## config.mk

```make
export PLATFORM = sky130hd
export DESIGN_NAME = base64_stream_encoder_unit
export DESIGN_NICKNAME = d
export VERILOG_FILES = /design/src/rtl/b64e_pkg.sv /design/src/rtl/b64e_front.sv /design/src/rtl/b64e_queue.sv /design/src/rtl/b64e_back.sv /design/src/rtl/base64_stream_encoder_unit.sv
export SDC_FILE = /design/constraint.sdc
export NUM_CORES = 1
export LEC_CHECK = 0
export ABC_AREA = 1
export BUFFER_PORTS_ARGS = -buffer_cell sky130_fd_sc_hd__buf_2
export CAP_MARGIN = 20
export CELL_PAD_IN_SITES_DETAIL_PLACEMENT = 1
export CELL_PAD_IN_SITES_GLOBAL_PLACEMENT = 1
export CORE_MARGIN = 5
export CORE_UTILIZATION = 30
export DETAILED_ROUTE_END_ITERATION = 16
export GPL_TIMING_DRIVEN = 1
export HOLD_SLACK_MARGIN = 0.03
export PLACE_DENSITY = 0.67
export SYNTH_ARGS = -nofsm -noshare
export SYNTH_HDL_FRONTEND = slang
export SYNTH_SLANG_ARGS = --single-unit
```

## constraint.sdc

```tcl
create_clock -name i_clk -period 2.6 [get_ports i_clk]
set_clock_uncertainty 0.15 [all_clocks]
set_input_delay 0.52 -clock i_clk [delete_from_list [all_inputs] [get_ports i_clk]]
set_output_delay 0.52 -clock i_clk [all_outputs]
set_load 0.1 [all_outputs]
```

## src/rtl/b64e_pkg.sv

```systemverilog
// Shared types, constants and the sextet-to-ASCII map of the base64 encoder.
package b64e_pkg;

    localparam int QUEUE_DEPTH_DEF = 4;
    localparam logic [6:0] PAD_CHAR = 7'h3D;

    typedef enum logic [1:0] {
        PH_0 = 2'd0,
        PH_1 = 2'd1,
        PH_2 = 2'd2
    } t_phase;

    // One byte's worth of characters, waiting for the serializer.
    typedef struct packed {
        logic [3:0][6:0] chars;
        logic [1:0]      last_idx;
        logic            eom;
    } t_job;

    // Queue head as the serializer sees it.
    typedef struct packed {
        t_job job;
        logic empty;
    } t_head;

    function automatic logic [6:0] sextet_char(input logic [5:0] v);
        logic [6:0] w;
        logic [6:0] c;
        begin
            w = {1'b0, v};
            if (v < 6'd26) begin
                c = w + 7'd65;
            end else if (v < 6'd52) begin
                c = w + 7'd71;
            end else if (v < 6'd62) begin
                c = w - 7'd4;
            end else if (v == 6'd62) begin
                c = 7'h2B;
            end else begin
                c = 7'h2F;
            end
            return c;
        end
    endfunction

endpackage

```

## src/rtl/b64e_front.sv

```systemverilog
// Front end: accept bytes, track the group phase, build character jobs.
module b64e_front (
    input  logic          i_clk,
    input  logic          i_rst_n,
    input  logic          i_accept,
    input  logic [7:0]    i_data_byte,
    input  logic          i_end_of_message,
    output b64e_pkg::t_job o_job
);
    import b64e_pkg::*;

    t_phase     r_phase, n_phase;
    logic [3:0] r_left, n_left;
    t_phase     mid_phase;
    logic [3:0] mid_left;
    t_job       job;

    always_ff @(posedge i_clk) begin
        if (!i_rst_n) begin
            r_phase <= PH_0;
            r_left  <= 4'd0;
        end else if (i_accept) begin
            r_phase <= n_phase;
            r_left  <= n_left;
        end
    end

    always_comb begin
        job.chars    = {4{PAD_CHAR}};
        job.last_idx = 2'd0;
        job.eom      = i_end_of_message;
        unique case (r_phase)
            PH_1: begin
                job.chars[0] = sextet_char({r_left[1:0], i_data_byte[7:4]});
                mid_left     = i_data_byte[3:0];
                mid_phase    = PH_2;
            end
            PH_2: begin
                job.chars[0] = sextet_char({r_left, i_data_byte[7:6]});
                job.chars[1] = sextet_char(i_data_byte[5:0]);
                job.last_idx = 2'd1;
                mid_left     = 4'd0;
                mid_phase    = PH_0;
            end
            default: begin
                // the unused phase code behaves as the start of a group
                job.chars[0] = sextet_char(i_data_byte[7:2]);
                mid_left     = {2'b00, i_data_byte[1:0]};
                mid_phase    = PH_1;
            end
        endcase

        n_phase = mid_phase;
        n_left  = mid_left;
        if (i_end_of_message) begin
            // flush the leftover bits zero-padded, then fill the group with '='
            if (mid_phase == PH_1) begin
                job.chars[1] = sextet_char({mid_left[1:0], 4'b0000});
                job.last_idx = 2'd3;
            end else if (mid_phase == PH_2) begin
                job.chars[1] = sextet_char({mid_left, 2'b00});
                job.last_idx = 2'd2;
            end
            n_phase = PH_0;
            n_left  = 4'd0;
        end
        o_job = job;
    end

endmodule

```

## src/rtl/b64e_queue.sv

```systemverilog
// Short job queue between the front end and the serializer.
module b64e_queue #(
    parameter int DEPTH = b64e_pkg::QUEUE_DEPTH_DEF
) (
    input  logic           i_clk,
    input  logic           i_rst_n,
    input  logic           i_push,
    input  b64e_pkg::t_job i_job,
    input  logic           i_pop,
    output logic           o_full,
    output b64e_pkg::t_head o_head
);
    import b64e_pkg::*;

    localparam int PW = (DEPTH > 1) ? $clog2(DEPTH) : 1;
    localparam int CW = $clog2(DEPTH + 1);
    localparam logic [PW-1:0] LAST_PTR = PW'(DEPTH - 1);
    localparam logic [CW-1:0] FULL_CNT = CW'(DEPTH);

    t_job          r_mem [DEPTH];
    logic [PW-1:0] r_wr_ptr, n_wr_ptr;
    logic [PW-1:0] r_rd_ptr, n_rd_ptr;
    logic [CW-1:0] r_count, n_count;

    always_ff @(posedge i_clk) begin
        if (i_push) begin
            r_mem[r_wr_ptr] <= i_job;
        end
    end

    always_ff @(posedge i_clk) begin
        if (!i_rst_n) begin
            r_wr_ptr <= '0;
            r_rd_ptr <= '0;
            r_count  <= '0;
        end else begin
            r_wr_ptr <= n_wr_ptr;
            r_rd_ptr <= n_rd_ptr;
            r_count  <= n_count;
        end
    end

    always_comb begin
        n_wr_ptr = r_wr_ptr;
        n_rd_ptr = r_rd_ptr;
        n_count  = r_count;
        if (i_push) begin
            n_wr_ptr = (r_wr_ptr == LAST_PTR) ? '0 : r_wr_ptr + PW'(1);
        end
        if (i_pop) begin
            n_rd_ptr = (r_rd_ptr == LAST_PTR) ? '0 : r_rd_ptr + PW'(1);
        end
        case ({i_push, i_pop})
            2'b10:   n_count = r_count + CW'(1);
            2'b01:   n_count = r_count - CW'(1);
            default: n_count = r_count;
        endcase
    end

    assign o_full       = (r_count == FULL_CNT);
    assign o_head.empty = (r_count == '0);
    assign o_head.job   = r_mem[r_rd_ptr];

endmodule

```

## src/rtl/b64e_back.sv

```systemverilog
// Serializer: one head-job character per cycle into the output register unless stalled.
module b64e_back (
    input  logic            i_clk,
    input  logic            i_rst_n,
    input  b64e_pkg::t_head i_head,
    input  logic            i_stall,
    output logic            o_pop,
    output logic            o_valid,
    output logic [6:0]      o_out_char,
    output logic            o_last_char
);
    import b64e_pkg::*;

    logic [1:0] r_idx, n_idx;
    logic       r_valid, n_valid;
    logic [6:0] r_char;
    logic       r_last;
    logic       load;
    logic       take;
    logic       at_end;

    assign load   = !r_valid || !i_stall;
    assign take   = load && !i_head.empty;
    assign at_end = (r_idx == i_head.job.last_idx);
    assign o_pop  = take && at_end;

    always_comb begin
        n_valid = r_valid;
        n_idx   = r_idx;
        if (load) begin
            n_valid = !i_head.empty;
        end
        if (take) begin
            n_idx = at_end ? 2'd0 : r_idx + 2'd1;
        end
    end

    always_ff @(posedge i_clk) begin
        if (!i_rst_n) begin
            r_valid <= 1'b0;
            r_idx   <= 2'd0;
        end else begin
            r_valid <= n_valid;
            r_idx   <= n_idx;
        end
    end

    always_ff @(posedge i_clk) begin
        if (take) begin
            r_char <= i_head.job.chars[r_idx];
            r_last <= i_head.job.eom && at_end;
        end
    end

    assign o_valid     = r_valid;
    assign o_out_char  = r_char;
    assign o_last_char = r_last;

endmodule

```

## src/rtl/base64_stream_encoder_unit.sv

```systemverilog
// Output path: a byte's characters are written into the job queue, then loaded into the output register for o_out_char.
// Throughput: one character per cycle at the output while i_stall is low; a byte is taken every cycle while the
//   job queue has room, so the output port sets the pace.
// Reset: synchronous, active low; clears group phase, leftover bits, queue and output valid.
module base64_stream_encoder_unit #(
    parameter int QUEUE_DEPTH = b64e_pkg::QUEUE_DEPTH_DEF
) (
    input  logic       i_clk,
    input  logic       i_rst_n,
    input  logic       i_valid,
    output logic       o_stall,
    input  logic [7:0] i_data_byte,
    input  logic       i_end_of_message,
    output logic       o_valid,
    input  logic       i_stall,
    output logic [6:0] o_out_char,
    output logic       o_last_char
);
    import b64e_pkg::*;

    t_job  front_job;
    t_head head;
    logic  accept;
    logic  q_full;
    logic  pop;

    // The stall seen upstream comes only from queue occupancy, never from i_valid.
    assign o_stall = q_full;
    assign accept  = i_valid && !q_full;

    // Front end: classify the byte by group phase and build all its characters at once.
    b64e_front u_front (
        .i_clk            (i_clk),
        .i_rst_n          (i_rst_n),
        .i_accept         (accept),
        .i_data_byte      (i_data_byte),
        .i_end_of_message (i_end_of_message),
        .o_job            (front_job)
    );

    // Hold finished jobs so the front keeps taking bytes while the output is stalled.
    b64e_queue #(
        .DEPTH (QUEUE_DEPTH)
    ) u_queue (
        .i_clk   (i_clk),
        .i_rst_n (i_rst_n),
        .i_push  (accept),
        .i_job   (front_job),
        .i_pop   (pop),
        .o_full  (q_full),
        .o_head  (head)
    );

    // Back end: advance one character per cycle unless stalled; drop the job after its last character.
    b64e_back u_back (
        .i_clk       (i_clk),
        .i_rst_n     (i_rst_n),
        .i_head      (head),
        .i_stall     (i_stall),
        .o_pop       (pop),
        .o_valid     (o_valid),
        .o_out_char  (o_out_char),
        .o_last_char (o_last_char)
    );

endmodule

```

==> out/qor.csv, run 1 <==
metric,value,unit
ir_drop,0.4341,mV
drt_wl_total,17.12,mm
viasPerCell,4.792,
layout_common_cells,"nand2_1, nand3_1, inv_1, edfxtp_1, o21ai_0",
clk-insertion-delay-late,0.33,ns
worst_r2r_endpoint,u_queue.r_mem[3][13],
cts_buffers,9,
die_x,151.0,um
synth_top_family_by_area,simple AND/OR/NAND/NOR gates,
stdcell_area,0.006963,mm^2
dp_cells,1041,
ys_seq_area_frac,0.4429,
grt_pass1_wl,27.92,mm
synth_xor_area_frac,0.01615,
timing.critical_path.mode_cell,nand2_1,
dieArea,0.02281,mm^2
utilization,0.3566,
worst_pin_slew,0.4914,ns
antenna_left,0,
io_pins,23,
fp-row-count,51,
cp.required,2.53,ns
use_met2,0.2690,
power.leakage,3.030,nW
r2r_cells,13,
grt_pass1_vias,5269,
clkTransAtPathRegs,0.06,ns
routabilityCongestion,0.8350,
startpoint_type,flip-flop,
end_kind,flip-flop,
start_util,0.3056,
holdCritPathClass,flip-flop to flip-flop,
via_count,5075,
grt-busiest-layer,met2,
setup_viol,0,
min_period_over_period,0.9118,
drt_iter0_drc,283,
grt_max_degree,41,
synth_area,0.005967,mm^2
yosys_warnings,0,
drive_gt1_frac,0.1675,
drc_errors,0,
areaGrowthSynthToFinish,16.69,%
critPathLaunch,u_front.r_phase[0],
crit_fanout,4,
fin_crit,2.371,ns
synth_compound_area_frac,0.1128,
gr-total-overflow,0,
path_cells,"inv_2, ha_4, nor2_4, nand2_1, nor3_2, buf_4, fa_1, nand2_1, nand3_1, nand2_1, nand2_1, nand2_1, inv_1",
cellPowerDensity,918.8,mW/mm^2
grt_use_met3,0.01945,
core_area,0.01953,mm^2
layout_commonest_cell,nand2_1,
cts_tree,yes,
n_fill_cell,2387,
drt-wirelength-per-cell,16.17,um
grtUsageTotal,0.1547,
slew-limit-headroom,0.6747,
ff2ff_setup_slack,0.23,ns
critPathCapture,u_queue.r_mem[3][13],
antenna_found_initial,0,
placed_area,0.006588,mm^2
clk_path_buf_depth,2,
drv_slew,0,
holdPathStages,1,
synth_cell_types,37,
synth_simple_gate_area_frac,0.2694,
cp.arrival,2.30,ns
root_buffer,clkbuf_16,
crit_type,flip-flop to flip-flop,
crit_slowest_cell,fa_1,
ys_seq_elements,94,
hold_viol,0,
use_met1,0.2046,
syn_avg_cell_area,8.129,um^2
synth_nets,780,
rsz0062_at_grt,false,
die_h,151.0,um
drtPass1Iterations,5,
stdcell_count,1059,
fin_nets,835,
dp_hpwl,12.84,mm
synthAdderAreaFrac,0.07171,
r2r_start,u_front.r_phase[0],
outcome,"finished, final reports clean",
fmax,421.8,MHz
setup-tns-final,0,ns
cp_slowest_stage_delay,0.40,ns
syn-instance-count,734,
cts_max_level,3,
cap_violations,0,
diodes,0,
synthMuxAreaShare,0,
clock_sink_count,94,
p_total,6.398,mW
io_buffers,22,
## repair_timing
item                                    4_1_cts  5_1_grt
resized for setup                             0       10
setup buffers                                 0        2
hold buffers                                  0        0
endpoints found under the setup margin        0       13
## state kept, by name (all words and copies together) (netlist names), named ones only
register	flops
u_back.o_last_char	1
u_front.r_phase	2
u_queue.r_count	3
u_queue.r_mem	68
u_queue.r_rd_ptr	2
u_back.o_out_char	7
u_queue.r_wr_ptr	2
u_front.r_left	4
u_back.r_idx	2
u_back.o_valid	1
## worst min-delay path by stage
stage | startpoint | end | slack [ns]
after floorplan | u_queue.r_count[0] | u_queue.r_count[0] | 0.27
after global routing | i_valid | u_front.r_left[2] | 0.33
final | u_queue.r_count[0] | u_queue.r_count[0] | 0.31
after detailed placement | u_queue.r_count[0] | u_queue.r_count[0] | 0.31
after global placement | u_queue.r_count[0] | u_queue.r_count[0] | 0.29
after CTS | u_queue.r_count[0] | u_queue.r_count[0] | 0.32
## worst max-delay path, delay by kind of cell (launching register included)
kind                     cells  cell delay [ns]
adder cells (fa/ha/maj)      2             0.66
buffers and inverters        3             0.28
flip-flops                   1             0.34
AND/OR/NAND/NOR              8             0.71
## metal layers
| metal | vias to the layer above | wire [um] |
|---|---|---|
| li1 | 2556 | - |
| met3 | 18 | 318 |
| met2 | 60 | 8402 |
| met4 | 0 | 235 |
| met5 | - | 0 |
| met1 | 2441 | 8164 |
## through the flow
stage	worst slack, ns	hold WS (ns)
after global routing	0.008400	0.3273
after detailed placement	0.07024	0.3085
after floorplan	0.07598	0.2724
after CTS	0.09349	0.3168
after global placement	0.08848	0.2861
final	0.2293	0.3139
## power by group
group	switching (mW)	total (mW)	leakage (nW)	internal, mW
combinational	2.02	2.79	2.03	0.774
sequential	0.121	2.15	0.846	2.03
clock	0.522	1.46	0.159	0.934
## area by class of cell
cell class	instances	area, um^2	share of cell area
Sequential cell	94	2649	0.3804
Clock buffer	11	232.7	0.03342
Inverter	93	359.1	0.05157
Timing Repair Buffer	69	462.9	0.06649
Tap cell	265	331.6	0.04762
Multi-Input combinational cell	522	2830	0.4065
Clock inverter	5	97.59	0.01402
## synth_stat cells (all sizes together)
library cell,count,area share
fa,2,0.0067
inv,91,0.059
a22oi,1,0.0013
xor2,10,0.015
a21oi,47,0.039
ha,31,0.065
nand4,5,0.0052
a211oi,7,0.0096
or2,4,0.0042
clkinv,2,0.0013
nor2,59,0.047
edfxtp,76,0.38
clkbuf,6,0.0040
nand3,92,0.085
nor3,4,0.0042
dfxtp,18,0.060
buf,19,0.023
xnor2,1,0.0015
o31ai,1,0.0013
o211ai,3,0.0038
a31oi,6,0.0088
o21ai,58,0.049
nand2,191,0.12
## cells by family after synthesis
logic type | Yosys count
simple gates | 355
xor+xnor | 11
fa+ha+maj | 33
compound gates | 123
flops | 94
buf+inv | 118
(Power assumes the default switching activity.)
==> run 2, diff against run 1 <==
- PLACE_DENSITY: 0.67 -> 0.65
- clock period: 2.6 -> 2.2 ns (I/O delays scaled with it)
==> out/qor.csv, run 2 (synthesized netlist as in run 1, its figures left out) <==
metric,value,unit
dp_slack,-0.1780,ns
start_util,0.3056,
critPathLaunch,u_front.r_phase[0],
gr-total-overflow,0,
use_met2,0.2822,
fin_nets,900,
fin_crit,2.278,ns
cts_buffers,9,
min-delay-start,i_rst_n,
path_cells,"inv_2, ha_4, nor2_4, nand2_2, nor3_4, fa_2, nand2_1, nand3_1, nand2_1, nand2_1, nand2_1, inv_2",
io_buffers,22,
grt-busiest-layer,met2,
crit_type,flip-flop to flip-flop,
antenna_left,0,
via_count,5256,
r2r_cells,12,
setup_viol,16,
holdWs,0.2590,ns
ir_drop,0.4056,mV
largest_reg_flops,68,
power.leakage,3.343,nW
clk_path_buf_depth,2,
cts_hold_buf,0,
ff2ff_setup_slack,-0.08,ns
root_buffer,clkbuf_16,
diodes,0,
io_pins,23,
holdCritPathClass,input port to flip-flop,
clock_sink_count,94,
use_met1,0.2066,
cellPowerDensity,1011,mW/mm^2
dp_cells,1100,
stdcell_count,1124,
drt_iter0_drc,168,
dieArea,0.02281,mm^2
die_h,151.0,um
cp_slowest_stage_delay,0.48,ns
outcome,"complete, but fails checks",
timing.critical_path.mode_cell,nand2_1,
fp-row-count,51,
cts_tree,yes,
startpoint_type,flip-flop,
slew-limit-headroom,0.6747,
multi_input_area,0.002899,mm^2
end_kind,flip-flop,
violations,negative setup slack,
viasPerCell,4.676,
rsz0062_at_grt,true,
drive_gt1_frac,0.2561,
crit_slowest_cell,fa_2,
cap_violations,0,
holdPathStages,3,
drc_errors,0,
fmax,439.0,MHz
grt_pass1_vias,5499,
stdcell_area,0.007521,mm^2
cts_max_level,3,
dp_hpwl,13.36,mm
regMostFlops,u_queue.r_mem,
clkTransAtPathRegs,0.07,ns
critPathTopFamily,simple AND/OR/NAND/NOR gates,
drt-wirelength-per-cell,15.42,um
cp.arrival,2.23,ns
cp.required,2.15,ns
placed_area,0.007101,mm^2
grt_max_degree,39,
n_fill_cell,2413,
r2r_start,u_front.r_phase[0],
grtUsageTotal,0.1586,
path_buf_inv,2,
worst_pin_slew,0.4913,ns
core_area,0.01953,mm^2
antenna_found_initial,0,
worst_r2r_endpoint,u_queue.r_mem[0][13],
layout_common_cells,"nand2_1, buf_4, nand3_1, edfxtp_1, inv_1",
drt_wl_total,17.33,mm
setup_ws,-0.07789,ns
areaGrowthSynthToFinish,26.04,%
min_period_over_period,1.035,
die_x,151.0,um
drtPass1Iterations,4,
grt_use_met3,0.02035,
utilization,0.3852,
drv_slew,0,
ff_latch_area,0.002656,mm^2
hold_viol,0,
grt_pass1_wl,28.44,mm
crit_fanout,4,
clk-insertion-delay-late,0.34,ns
layout_commonest_cell,nand2_1,
hold_path_end,u_back.o_valid,
routabilityCongestion,0.8503,
==> run 2: cell types whose count changed in the layout (fill, tap and decap cells not counted), sizes merged <==
cell	delta
buf	+64
clkinv	+2
clkinvlp	+1
inv	+1
bufinv	-2
clkbuf	-1
==> run 2: worst min-delay path: cells and delay by family <==
| kind | cells | cell delay [ns] |
|---|---|---|
| AO/OA/AOI/OAI | 1 | 0.08 |
| buffers and inverters | 2 | 0.19 |
==> run 2: power breakdown <==
part / switching [mW] / internal [mW]
combinational: 2.40 / 1.10
sequential: 0.154 / 2.41
clock: 0.654 / 0.884
total: 3.21 / 4.39
==> run 2: worst max-delay path by stage <==
stage	to	slack, ns	cells past startpoint
after floorplan	u_queue.r_mem[0][13]	-0.17	14
after global placement	u_queue.r_mem[1][13]	-0.15	12
after detailed placement	u_queue.r_count[2]	-0.18	15
after CTS	u_queue.r_mem[0][13]	-0.06	12
after global routing	u_queue.r_mem[2][13]	-0.25	13
final	u_queue.r_mem[0][13]	-0.08	12
==> run 2: area by class of cell <==
type                    instances  share of cell area
clock inverters                 7            0.009815
repair buffers                134              0.1294
multi-input cells             522              0.3855
flip-flops and latches         94              0.3532
inverters                      93             0.04808
well taps                     265             0.04409
clock buffers                   9             0.02995
==> run 2: per-stage QoR <==
step	TNS [ns]	power, mW
floorplan	-1.526	4.999
global route	-3.653	8.096
finish	-0.7845	7.604
detailed placement	-4.547	6.071
global placement	-3.426	5.984
CTS	-0.6354	7.659
==> run 2: timing repair <==
| action | in CTS | in global routing |
|---|---|---|
| resized for setup | 12 | 10 |
| pin swaps | 10 | 3 |
| endpoints found under the setup margin | 17 | 50 |
| buffers inserted | 6 | 2 |
==> run 2: routing by layer <==
layer	vias up	part of all wire
li1	2679	-
met1	2530	0.48
met2	37	0.50
met3	10	0.014
met4	0	0.0088
met5	-	0
